**config.mk**
```make
export PLATFORM = sky130hd
export DESIGN_NAME = first_fit_coalescing_allocator_core
export DESIGN_NICKNAME = d
export VERILOG_FILES = /design/src/design/ffca_pkg.sv /design/src/design/first_fit_coalescing_allocator_core.sv /design/src/design/ffca_ram.sv /design/src/design/ffca_seq.sv
export VERILOG_INCLUDE_DIRS = /design/src /design/src/design
export SDC_FILE = /design/constraint.sdc
export NUM_CORES = 2
export LEC_CHECK = 0
export BUFFER_PORTS_ARGS = -buffer_cell sky130_fd_sc_hd__buf_2
export CORE_MARGIN = 2
export CORE_UTILIZATION = 60
export CTS_BUF_LIST = sky130_fd_sc_hd__clkbuf_8
export DETAILED_ROUTE_END_ITERATION = 10
export PLACE_DENSITY_LB_ADDON = 0.2
export SYNTH_ARGS = -nofsm -noshare
export SYNTH_HDL_FRONTEND = slang
export SYNTH_HIERARCHICAL = 1
export SYNTH_SLANG_ARGS = --single-unit
```
**constraint.sdc**
```tcl
create_clock -name clk -period 11.7 [get_ports clk]
set_input_delay 1.17 -clock clk [delete_from_list [all_inputs] [get_ports clk]]
set_output_delay 1.17 -clock clk [all_outputs]
set_load 0.02 [all_outputs]
```
**src/design/first_fit_coalescing_allocator_core_macros.svh**
```systemverilog
// Assertion macros for the first-fit allocator core.
// Used by first_fit_coalescing_allocator_core.sv; expects clk and rst_n in scope.
`ifndef FIRST_FIT_COALESCING_ALLOCATOR_CORE_MACROS_SVH
`define FIRST_FIT_COALESCING_ALLOCATOR_CORE_MACROS_SVH
`ifndef SYNTHESIS
// same-cycle implication
`define FFCA_ASSERT_SAME(lbl, ante, cons) \
  lbl: assert property (@(posedge clk) disable iff (!rst_n) (ante) |-> (cons)) \
    else $error("ffca: same-cycle check failed");
// next-cycle implication
`define FFCA_ASSERT_NEXT(lbl, ante, cons) \
  lbl: assert property (@(posedge clk) disable iff (!rst_n) (ante) |=> (cons)) \
    else $error("ffca: next-cycle check failed");
`else
`define FFCA_ASSERT_SAME(lbl, ante, cons)
`define FFCA_ASSERT_NEXT(lbl, ante, cons)
`endif
`endif

```
**src/design/ffca_pkg.sv**
```systemverilog
// Shared types and constants for the first-fit coalescing allocator.
// No dependencies; imported by ffca_ram, ffca_seq and the top level.
`default_nettype none

package ffca_pkg;

  localparam int unsigned MAX_FREE_BLOCKS_DEF = 64;
  localparam int unsigned CFG_IDX_W           = 1;
  localparam logic [15:0] AREA_START_RST      = 16'd0;
  localparam logic [15:0] AREA_SIZE_RST       = 16'd3;
  localparam logic [15:0] AREA_MIN            = 16'd3;
  localparam logic [15:0] AREA_OVERHEAD       = 16'd2;
  localparam logic [16:0] LEN_LIMIT           = 17'h0FFFF;

  // configuration register indexes
  typedef enum logic [CFG_IDX_W-1:0] {
    CFG_AREA_START = 1'b0,
    CFG_AREA_SIZE  = 1'b1
  } cfg_idx_t;

  // request opcodes
  typedef enum logic [1:0] {
    CMD_INIT  = 2'd0,
    CMD_ALLOC = 2'd1,
    CMD_FREE  = 2'd2,
    CMD_NOP   = 2'd3
  } cmd_t;

  // result status codes
  typedef enum logic [1:0] {
    ST_OK    = 2'd0,
    ST_NOFIT = 2'd1,
    ST_FULL  = 2'd2
  } status_t;

  typedef struct packed {
    logic [1:0]  cmd;
    logic [15:0] amount;
    logic [15:0] block_seg;
  } in_req_t;

  typedef struct packed {
    logic [15:0] seg_out;
    logic [1:0]  status;
    logic [15:0] avail_paras;
  } out_rsp_t;

  // one free-table entry
  typedef struct packed {
    logic [15:0] base;
    logic [15:0] len;
  } entry_t;

  // sequencer state
  typedef enum logic [2:0] {
    S_IDLE,
    S_SCAN,
    S_ACT,
    S_SHDN,
    S_SHUP,
    S_PUT,
    S_DONE
  } seq_state_t;

  // sequencer status toward the top level
  typedef struct packed {
    logic idle;
    logic done;
    logic full;
  } seq_stat_t;

endpackage

`default_nettype wire

```
**src/design/first_fit_coalescing_allocator_core.sv**
```systemverilog
// First-fit free-block allocator with coalescing for one paragraph-addressed area.
// Request channel (in_valid/in_ready/in_req) carries cmd, amount and block_seg;
// result channel (out_valid/out_ready/out_rsp) returns seg_out, status, avail_paras.
// cfg_we/cfg_index/cfg_wdata set area_start (0) and area_size (1); they apply at
// the next init request. The user must write them only while the block is idle;
// the block itself does not enforce this. One request is worked at a time.
// Init, no-op and zero-length free go straight to the result. Allocate and free
// scan the table through the registered read of the free-table RAM, one entry
// per cycle, and stop at the first hit. Dropping an entry shifts the entries
// above it down by one; inserting one shifts them up and writes the new entry.
// The next request is accepted in the cycle the previous result appears.
// A finished result waits in an output register; the sequencer may accept and
// finish the next request meanwhile and then holds its result until the output
// register frees. Reset (rst_n, synchronous) empties the table, zeroes the free
// total and sets area_start to 0, area_size to 3; table RAM needs no clearing.
// Depends on ffca_pkg, ffca_ram, ffca_seq and the assertion macro header.
`default_nettype none
`include "first_fit_coalescing_allocator_core_macros.svh"

module first_fit_coalescing_allocator_core
  import ffca_pkg::*;
#(
  parameter int unsigned MAX_FREE_BLOCKS = MAX_FREE_BLOCKS_DEF
) (
  input  wire logic                 clk,
  input  wire logic                 rst_n,
  input  wire logic                 in_valid,
  output logic                      in_ready,
  input  wire in_req_t              in_req,
  output logic                      out_valid,
  input  wire logic                 out_ready,
  output out_rsp_t                  out_rsp,
  input  wire logic                 cfg_we,
  input  wire logic [CFG_IDX_W-1:0] cfg_index,
  input  wire logic [15:0]          cfg_wdata
);

  localparam int unsigned AW = (MAX_FREE_BLOCKS > 1) ? $clog2(MAX_FREE_BLOCKS) : 1;
  localparam int unsigned CW = $clog2(MAX_FREE_BLOCKS + 1);

  logic [15:0] area_start_r;
  logic [15:0] area_size_r;
  logic        out_valid_r;
  out_rsp_t    out_rsp_r;

  seq_stat_t   stat;
  out_rsp_t    seq_rsp;
  logic        rsp_take;
  logic        start;

  logic          ram_re, ram_we;
  logic [AW-1:0] ram_raddr, ram_waddr;
  entry_t        ram_wdata, ram_rdata;

  // configuration registers
  always_ff @(posedge clk) begin
    if (!rst_n) begin
      area_start_r <= AREA_START_RST;
      area_size_r  <= AREA_SIZE_RST;
    end else if (cfg_we) begin
      case (cfg_index)
        CFG_AREA_START: area_start_r <= cfg_wdata;
        CFG_AREA_SIZE:  area_size_r  <= cfg_wdata;
        default: begin
        end
      endcase
    end
  end

  // request handshake
  assign in_ready = stat.idle;
  assign start    = in_valid && in_ready;

  // output register: loads when empty or being drained
  assign rsp_take = stat.done && (!out_valid_r || out_ready);

  always_ff @(posedge clk) begin
    if (!rst_n) begin
      out_valid_r <= 1'b0;
    end else if (rsp_take) begin
      out_valid_r <= 1'b1;
    end else if (out_ready) begin
      out_valid_r <= 1'b0;
    end
  end

  always_ff @(posedge clk) begin
    if (rsp_take) begin
      out_rsp_r <= seq_rsp;
    end
  end

  assign out_valid = out_valid_r;
  assign out_rsp   = out_rsp_r;

  ffca_ram #(
    .DEPTH (MAX_FREE_BLOCKS),
    .AW    (AW)
  ) u_ram (
    .clk   (clk),
    .we    (ram_we),
    .waddr (ram_waddr),
    .wdata (ram_wdata),
    .re    (ram_re),
    .raddr (ram_raddr),
    .rdata (ram_rdata)
  );

  ffca_seq #(
    .MAX_FREE_BLOCKS (MAX_FREE_BLOCKS),
    .AW              (AW),
    .CW              (CW)
  ) u_seq (
    .clk        (clk),
    .rst_n      (rst_n),
    .start      (start),
    .req        (in_req),
    .area_start (area_start_r),
    .area_size  (area_size_r),
    .take       (rsp_take),
    .stat       (stat),
    .rsp        (seq_rsp),
    .ram_re     (ram_re),
    .ram_raddr  (ram_raddr),
    .ram_we     (ram_we),
    .ram_waddr  (ram_waddr),
    .ram_wdata  (ram_wdata),
    .ram_rdata  (ram_rdata)
  );

  // checks
  `FFCA_ASSERT_NEXT(a_busy_after_accept, start, !in_ready)
  `FFCA_ASSERT_NEXT(a_idle_after_handover, rsp_take, in_ready && out_valid)
  `FFCA_ASSERT_SAME(a_status_code, out_valid, out_rsp.status <= ST_FULL)
  `FFCA_ASSERT_SAME(a_full_refusal, stat.done && (seq_rsp.status == ST_FULL), stat.full)

endmodule

`default_nettype wire

```
**src/design/ffca_ram.sv**
```systemverilog
// Free-table memory: one write port, one read port, registered read data.
// Depends on ffca_pkg for the entry type.
`default_nettype none

module ffca_ram
  import ffca_pkg::*;
#(
  parameter int unsigned DEPTH = MAX_FREE_BLOCKS_DEF,
  parameter int unsigned AW    = $clog2(MAX_FREE_BLOCKS_DEF)
) (
  input  wire logic          clk,
  input  wire logic          we,
  input  wire logic [AW-1:0] waddr,
  input  wire entry_t        wdata,
  input  wire logic          re,
  input  wire logic [AW-1:0] raddr,
  output entry_t             rdata
);

  entry_t mem [DEPTH];
  entry_t rdata_r;

  // write port
  always_ff @(posedge clk) begin
    if (we) begin
      mem[waddr] <= wdata;
    end
  end

  // read port, registered
  always_ff @(posedge clk) begin
    if (re) begin
      rdata_r <= mem[raddr];
    end
  end

  assign rdata = rdata_r;

endmodule

`default_nettype wire

```
**src/design/ffca_seq.sv**
```systemverilog
// Command sequencer: scans the free table, decides the update and shifts entries.
// Depends on ffca_pkg; drives the ffca_ram ports from the top level.
`default_nettype none

module ffca_seq
  import ffca_pkg::*;
#(
  parameter int unsigned MAX_FREE_BLOCKS = MAX_FREE_BLOCKS_DEF,
  parameter int unsigned AW              = $clog2(MAX_FREE_BLOCKS_DEF),
  parameter int unsigned CW              = $clog2(MAX_FREE_BLOCKS_DEF + 1)
) (
  input  wire logic          clk,
  input  wire logic          rst_n,
  input  wire logic          start,
  input  wire in_req_t       req,
  input  wire logic [15:0]   area_start,
  input  wire logic [15:0]   area_size,
  input  wire logic          take,
  output seq_stat_t          stat,
  output out_rsp_t           rsp,
  output logic               ram_re,
  output logic [AW-1:0]      ram_raddr,
  output logic               ram_we,
  output logic [AW-1:0]      ram_waddr,
  output entry_t             ram_wdata,
  input  wire entry_t        ram_rdata
);

  localparam logic [CW-1:0] CNT_MAX = CW'(MAX_FREE_BLOCKS);
  localparam logic [CW-1:0] CNT_ONE = CW'(1);

  seq_state_t    state_r, state_nxt;
  logic [1:0]    cmd_r, cmd_nxt;
  logic [15:0]   amount_r, amount_nxt;
  logic [15:0]   seg_r, seg_nxt;
  logic [CW-1:0] count_r, count_nxt;
  logic [15:0]   total_r, total_nxt;
  logic [CW-1:0] rd_idx_r, rd_idx_nxt;
  logic          chk_vld_r, chk_vld_nxt;
  logic [CW-1:0] chk_idx_r, chk_idx_nxt;
  entry_t        prev_r, prev_nxt;
  entry_t        cur_r, cur_nxt;
  logic [CW-1:0] pos_r, pos_nxt;
  logic          found_r, found_nxt;
  logic [CW-1:0] sh_r, sh_nxt;
  logic          pend_vld_r, pend_vld_nxt;
  logic [CW-1:0] pend_idx_r, pend_idx_nxt;
  logic [15:0]   rsp_seg_r, rsp_seg_nxt;
  status_t       rsp_st_r, rsp_st_nxt;

  // merge arithmetic for the decision step
  logic          hit;
  logic [16:0]   fwd_end, fwd_sum, prev_end, back_sum;
  logic          fwd, back;
  logic [15:0]   len2;
  logic [CW-1:0] prev_idx, pend_up, pend_dn;

  assign hit = chk_vld_r &&
               ((cmd_r == CMD_ALLOC) ? (ram_rdata.len >= amount_r)
                                     : (ram_rdata.base >= seg_r));

  assign fwd_end  = {1'b0, seg_r} + {1'b0, amount_r};
  assign fwd_sum  = {1'b0, amount_r} + {1'b0, cur_r.len};
  assign fwd      = found_r && (fwd_end == {1'b0, cur_r.base}) && (fwd_sum <= LEN_LIMIT);
  assign len2     = fwd ? fwd_sum[15:0] : amount_r;
  assign prev_end = {1'b0, prev_r.base} + {1'b0, prev_r.len};
  assign back_sum = {1'b0, prev_r.len} + {1'b0, len2};
  assign back     = (pos_r != '0) && (prev_end == {1'b0, seg_r}) && (back_sum <= LEN_LIMIT);
  assign prev_idx = pos_r - CNT_ONE;
  assign pend_up  = pend_idx_r + CNT_ONE;
  assign pend_dn  = pend_idx_r - CNT_ONE;

  // state and control registers
  always_ff @(posedge clk) begin
    if (!rst_n) begin
      state_r    <= S_IDLE;
      count_r    <= '0;
      total_r    <= '0;
      chk_vld_r  <= 1'b0;
      pend_vld_r <= 1'b0;
    end else begin
      state_r    <= state_nxt;
      count_r    <= count_nxt;
      total_r    <= total_nxt;
      chk_vld_r  <= chk_vld_nxt;
      pend_vld_r <= pend_vld_nxt;
    end
  end

  // payload registers
  always_ff @(posedge clk) begin
    cmd_r      <= cmd_nxt;
    amount_r   <= amount_nxt;
    seg_r      <= seg_nxt;
    rd_idx_r   <= rd_idx_nxt;
    chk_idx_r  <= chk_idx_nxt;
    prev_r     <= prev_nxt;
    cur_r      <= cur_nxt;
    pos_r      <= pos_nxt;
    found_r    <= found_nxt;
    sh_r       <= sh_nxt;
    pend_idx_r <= pend_idx_nxt;
    rsp_seg_r  <= rsp_seg_nxt;
    rsp_st_r   <= rsp_st_nxt;
  end

  // next state, memory accesses
  always_comb begin
    state_nxt    = state_r;
    cmd_nxt      = cmd_r;
    amount_nxt   = amount_r;
    seg_nxt      = seg_r;
    count_nxt    = count_r;
    total_nxt    = total_r;
    rd_idx_nxt   = rd_idx_r;
    chk_vld_nxt  = chk_vld_r;
    chk_idx_nxt  = chk_idx_r;
    prev_nxt     = prev_r;
    cur_nxt      = cur_r;
    pos_nxt      = pos_r;
    found_nxt    = found_r;
    sh_nxt       = sh_r;
    pend_vld_nxt = pend_vld_r;
    pend_idx_nxt = pend_idx_r;
    rsp_seg_nxt  = rsp_seg_r;
    rsp_st_nxt   = rsp_st_r;
    ram_re       = 1'b0;
    ram_raddr    = '0;
    ram_we       = 1'b0;
    ram_waddr    = '0;
    ram_wdata    = '0;

    case (state_r)
      S_IDLE: begin
        if (start) begin
          cmd_nxt     = req.cmd;
          amount_nxt  = req.amount;
          seg_nxt     = req.block_seg;
          rsp_seg_nxt = '0;
          rsp_st_nxt  = ST_OK;
          rd_idx_nxt  = '0;
          chk_vld_nxt = 1'b0;
          state_nxt   = S_DONE;
          if (req.cmd == CMD_INIT) begin
            // one free block spanning the area minus header and end marker
            if (area_size >= AREA_MIN) begin
              ram_we    = 1'b1;
              ram_wdata = '{base: area_start + 16'd1, len: area_size - AREA_OVERHEAD};
              count_nxt = CNT_ONE;
              total_nxt = area_size - AREA_OVERHEAD;
            end else begin
              count_nxt = '0;
              total_nxt = '0;
            end
          end else if (req.cmd == CMD_ALLOC) begin
            state_nxt = S_SCAN;
          end else if (req.cmd == CMD_FREE && req.amount != '0) begin
            state_nxt = S_SCAN;
          end
        end
      end

      // pipelined scan: issue read of entry rd_idx, test entry read last cycle
      S_SCAN: begin
        if (hit) begin
          pos_nxt     = chk_idx_r;
          found_nxt   = 1'b1;
          cur_nxt     = ram_rdata;
          chk_vld_nxt = 1'b0;
          state_nxt   = S_ACT;
        end else begin
          if (chk_vld_r) begin
            prev_nxt = ram_rdata;
          end
          if (rd_idx_r < count_r) begin
            ram_re      = 1'b1;
            ram_raddr   = rd_idx_r[AW-1:0];
            chk_vld_nxt = 1'b1;
            chk_idx_nxt = rd_idx_r;
            rd_idx_nxt  = rd_idx_r + CNT_ONE;
          end else begin
            chk_vld_nxt = 1'b0;
            if (!chk_vld_r) begin
              pos_nxt   = count_r;
              found_nxt = 1'b0;
              state_nxt = S_ACT;
            end
          end
        end
      end

      // apply the decision for the located entry
      S_ACT: begin
        state_nxt    = S_DONE;
        pend_vld_nxt = 1'b0;
        if (cmd_r == CMD_ALLOC) begin
          if (!found_r) begin
            rsp_st_nxt = ST_NOFIT;
          end else begin
            rsp_seg_nxt = cur_r.base;
            if (amount_r != '0) begin
              total_nxt = total_r - amount_r;
              if (cur_r.len == amount_r) begin
                sh_nxt    = pos_r + CNT_ONE;
                state_nxt = S_SHDN;
              end else begin
                ram_we    = 1'b1;
                ram_waddr = pos_r[AW-1:0];
                ram_wdata = '{base: cur_r.base + amount_r, len: cur_r.len - amount_r};
              end
            end
          end
        end else begin
          if (!fwd && !back) begin
            if (count_r == CNT_MAX) begin
              rsp_st_nxt = ST_FULL;
            end else begin
              total_nxt = total_r + amount_r;
              sh_nxt    = count_r;
              state_nxt = S_SHUP;
            end
          end else if (fwd && !back) begin
            total_nxt = total_r + amount_r;
            ram_we    = 1'b1;
            ram_waddr = pos_r[AW-1:0];
            ram_wdata = '{base: seg_r, len: len2};
          end else begin
            // grow the lower neighbor; absorb the upper one as well when both merge
            total_nxt = total_r + amount_r;
            ram_we    = 1'b1;
            ram_waddr = prev_idx[AW-1:0];
            ram_wdata = '{base: prev_r.base, len: back_sum[15:0]};
            if (fwd) begin
              sh_nxt    = pos_r + CNT_ONE;
              state_nxt = S_SHDN;
            end
          end
        end
      end

      // close the gap: entry k+1 moves to k, read ahead by one
      S_SHDN: begin
        if (pend_vld_r) begin
          ram_we    = 1'b1;
          ram_waddr = pend_dn[AW-1:0];
          ram_wdata = ram_rdata;
        end
        if (sh_r < count_r) begin
          ram_re       = 1'b1;
          ram_raddr    = sh_r[AW-1:0];
          pend_vld_nxt = 1'b1;
          pend_idx_nxt = sh_r;
          sh_nxt       = sh_r + CNT_ONE;
        end else begin
          pend_vld_nxt = 1'b0;
          if (!pend_vld_r) begin
            count_nxt = count_r - CNT_ONE;
            state_nxt = S_DONE;
          end
        end
      end

      // open a gap at pos: entry k-1 moves to k, from the top down
      S_SHUP: begin
        if (pend_vld_r) begin
          ram_we    = 1'b1;
          ram_waddr = pend_up[AW-1:0];
          ram_wdata = ram_rdata;
        end
        if (sh_r > pos_r) begin
          ram_re       = 1'b1;
          ram_raddr    = AW'(sh_r - CNT_ONE);
          pend_vld_nxt = 1'b1;
          pend_idx_nxt = sh_r - CNT_ONE;
          sh_nxt       = sh_r - CNT_ONE;
        end else begin
          pend_vld_nxt = 1'b0;
          if (!pend_vld_r) begin
            state_nxt = S_PUT;
          end
        end
      end

      S_PUT: begin
        ram_we    = 1'b1;
        ram_waddr = pos_r[AW-1:0];
        ram_wdata = '{base: seg_r, len: amount_r};
        count_nxt = count_r + CNT_ONE;
        state_nxt = S_DONE;
      end

      S_DONE: begin
        if (take) begin
          state_nxt = S_IDLE;
        end
      end

      default: begin
        state_nxt = S_IDLE;
      end
    endcase
  end

  assign stat = '{idle: (state_r == S_IDLE),
                  done: (state_r == S_DONE),
                  full: (count_r == CNT_MAX)};

  assign rsp = '{seg_out: rsp_seg_r, status: rsp_st_r, avail_paras: total_r};

endmodule

`default_nettype wire
```
==> run summary <==
Dominant combinational cell family by area after synthesis: multiplexers. The slowest stage of the critical path belongs to the cell a21oi_1. The later pin in the worst-skew pair is clocked with a latency of 1.07 ns. Critical path capture point: u_ram/mem[53][14]. The root buffer cell chosen for the clock tree is clkbuf_8. The proportion of register bits with asynchronous set or reset after synthesis was 0; the count of vias placed by the detailed router was 56300. For the pin with the worst max-slew slack, the measured transition is 1.30 ns. The buffer count from post-CTS setup fixing is 0. Data on the critical path is required at its endpoint by 12.40 ns.

The portion of synthesized cell area occupied by the leading cell type was 0.690; the yosys synthesis warning count was 6. The tools report the endpoint class of the critical path as a flip-flop. The logs give 0 ns for the sum of negative setup slack and 105 for the count of unique library cells instantiated by Yosys. Multiplexer area fraction after synthesis: 0.127. In the routed design, unresolved DRC markers number 0. Along the worst path, the maximum fanout reaches 26. The run gives 0 as the final-report hold violation count. Cell seen most often among critical-path stages: a21oi_1. The global-route usage over all layers is 0.327, and the combined area of all synthesized cells is 0.0985 sq mm.

The placer's final routability congestion estimate is 0.956. No sink is reached through more buffers than the 4 on the longest clock path. The first routing iteration left 8515 violations.

Between clock sinks in the finished design, the worst skew comes to 0.0926 ns. The number of logic stages on the critical path including buffering works out to 24. The run gives 0.163 sq mm as the core area.

The combined buffer and inverter count along the critical path was 1; the share of the clock period used by the worst path was 0.909. In the synthesized netlist the dominant register cell turns out to be edfxtp_1. Hold repair after CTS inserted 0 buffers. The run gives 54200 as the via count of the first global-routing pass. The minimum period implied by the final worst setup slack was 10.63 ns; the final HPWL from detailed placement was 174000 um.

The share of layout cells above drive strength 1 came out at 0.209. The number of maximum-capacitance constraint violations was 0; the port buffer count was 91. The die covers 0.167 sq mm. The tools report the CTS sink count as 2326. Setup violations remaining at the end of the flow were counted as 0. The share of synthesized cell area in full adder, half adder and majority cells came out at 0.0246. The run finished with clean final reports. After synthesis, the cell types taking the most area are edfxtp_1 (69%), mux4_2 (10%), mux2i_1 (2.5%). Type of the worst min-delay path: input port to flip-flop. The logs give 92 for the number of primary I/O pins and 155 uV for the maximum ir drop on the vdd rail. The number of synthesized flops with an enable pin came out at 2265. The worst register-to-register path has a depth of 24. Averaged over all synthesized cells, the footprint is 17.8 sq um.

Launching instance or port of the critical path: u_seq/amount_r[2]. In the synthesized netlist, the number of instances is 5544. The worst register-to-register path has a setup slack of 1.07 ns. The fraction of the mapped netlist area in compound gates came out at 0.0664.

The first TritonRoute pass finished after 7 iterations. The global-route wire length before repair came out at 390000 um. Counting flops and latches in the post-synthesis netlist gives 2326. The number of clock buffers added by TritonCTS is 376. The post-place instance area came out at 0.102 sq mm. In this run the number of H-tree levels came out at 5. The worst register-to-register path begins at u_seq/amount_r[2]. The signal on the critical path passes through ha_1 > a21oi_1 > o21ai_0 > a21oi_1 > a2111oi_0 > and4bb_2 > and4_1 > and2_1 > o21ai_0 > ha_1 > a21oi_1 > o21ai_0 > nand2_1 > o2111ai_1 > or4_4 > nor4_4 > nand4_4 > nor2_4 > a32oi_1 > a21oi_1 > nand3b_1 > or2_1 > nor2_4 > buf_4. For the row count, the log shows 148. The count of nets left with antenna violations once routing finished came out at 0.

The number of vias per cell is 6.76. TritonCTS built the clock tree. The proportion of synthesized chip area in sequential cells was 0.703.

The launching element type of the critical path is a flip-flop. The power per standard cell area was 204 mW/mm^2. The average wire length per cell after detail routing was 33.0 um. The completed layout was analyzed and its total power is 22.1 mW. The tools report the number of antenna violations at the first check in global routing as 6.

In this run the static leakage power is 35.4 nW. In this run the critical register-to-register path is captured at u_ram/mem[53][14]. Data arrives at the worst endpoint at 11.33 ns. Static timing analysis puts the maximum clock frequency at 94.1 MHz. After clock tree synthesis, the clock-pin slew on the worst setup and hold paths is 0.06 ns. Entering global routing, the biggest net connects 108 pins. Compared with the post-synthesis result, the final layout area differs by 10.3%. Summed over all layers, the global routing overflow is 0.

The starting utilization of the core area came out at 0.605. The utilization of the core after routing is 0.667, and the area of all placed cells without fillers is 0.109 sq mm. The die is 409 um wide. The parity-gate share of the synthesized area counting xor and xnor cells came out at 0.0144.

In the final design database the tool counted 6109 nets. For the final count of pins violating max slew, the log shows 0. edfxtp_1 takes more of the synthesized area than any other cell. The final layout contains routed wiring with a total length of 275000 um.

The kind of cell with the highest combined delay on the critical path was simple AND/OR/NAND/NOR gates. Worst slew margin relative to its limit: 0.130. The synthesized-area fraction occupied by and/or/nand/nor cells was 0.0434. Setup repair after global routing left no endpoint under its margin. The number of gates resized after CTS was 0. The run gives 5789 as the net count after synthesis. The y dimension of the die was 409 um.

The start-to-end type of the worst setup path is flip-flop to flip-flop. The delay contributed by the slowest stage of the critical path came out at 0.90 ns.
## cells in the final DEF, fill, tap and decap left out, drive strengths merged, types with 141 or more instances in the layout
master,count
ha,181
a22oi,141
o21ai,145
nor2,208
buf,226
a21oi,165
clkbuf,388
edfxtp,2265
nand2,220
inv,229
mux2i,243
mux4,446
## metrics by stage
stage / hold slack, ns / setup slack [ns] / instances
6_report: 0.352 / 1.07 / 8331
5_1_grt: 0.318 / 0.516 / 8322
4_1_cts: 0.286 / 1.38 / 8320
3_5_place_dp: 0.405 / 1.41 / 7660
3_3_place_gp: 0.401 / 1.51 / 7660
2_1_floorplan: 0.400 / 3.12 / 5544
## worst min-delay path by stage
stage | end | slack (ns) | start | depth (start not counted)
3_5_place_dp | out_rsp[23] | 0.40 | u_seq/rsp_seg_r[5] | 0
2_1_floorplan | out_rsp[16] | 0.40 | u_seq/rsp_st_r[0] | 0
4_1_cts | u_seq/seg_r[13] | 0.29 | in_req[13] | 1
6_report | u_seq/seg_r[10] | 0.35 | in_req[10] | 1
5_1_grt | u_seq/seg_r[13] | 0.32 | in_req[13] | 1
3_3_place_gp | out_rsp[29] | 0.40 | u_seq/rsp_seg_r[11] | 0
## flip-flops by register name (all words and copies together) (netlist names), 16 cells and up
signal,cells
u_seq/seg_r,16
u_ram/rdata,32
out_rsp,34
u_seq/prev_r,32
area_start_r,16
u_seq/rsp_seg_r,16
u_seq/amount_r,16
u_seq/total_r,16
u_seq/cur_r,32
area_size_r,16
u_ram/mem,2048
## kinds of logic after synthesis
logic type,after synthesis
compound gates,930
buf+inv,388
simple gates,856
fa+ha+maj,189
flops,2326
mux,695
xor+xnor,160
## area by class of cell
| type | instances | area, sq um |
|---|---|---|
| diodes | 10 | 25.0 |
| clock buffers | 388 | 5340 |
| clock inverters | 272 | 1400 |
| fillers | 10700 | 54200 |
| inverters | 104 | 390 |
| multi-input cells | 2830 | 28000 |
| flip-flops and latches | 2326 | 69200 |
| well taps | 2175 | 2720 |
| repair buffers | 226 | 1580 |
## where the power goes
part           internal (mW)  total (mW)  switching (mW)
logic                   1.87        5.70            3.84
clock network           3.31        6.43            3.12
registers               9.75        10.0           0.255
## metal layers
| layer | GRT usage | share of wire | up-vias | wire, um |
|---|---|---|---|---|
| met5 | 0 | 0.00012 | - | 34 |
| met4 | 0.133 | 0.044 | 4 | 12200 |
| met3 | 0.0643 | 0.11 | 535 | 30600 |
| met2 | 0.505 | 0.47 | 3564 | 129000 |
| met1 | 0.465 | 0.37 | 28800 | 103000 |
| li1 | - | - | 23400 | - |
## cells in the mapped netlist, drive strengths merged, types with 61 or more instances
cell    number
edfxtp    2265
mux4       446
mux2i      243
nand2      220
nor2       208
ha         181
a21oi      165
buf        155
o21ai      145
a22oi      141
clkbuf     127
xnor2      105
inv        103
nand3       96
dfxtp       61
(Power assumes the default switching activity.)
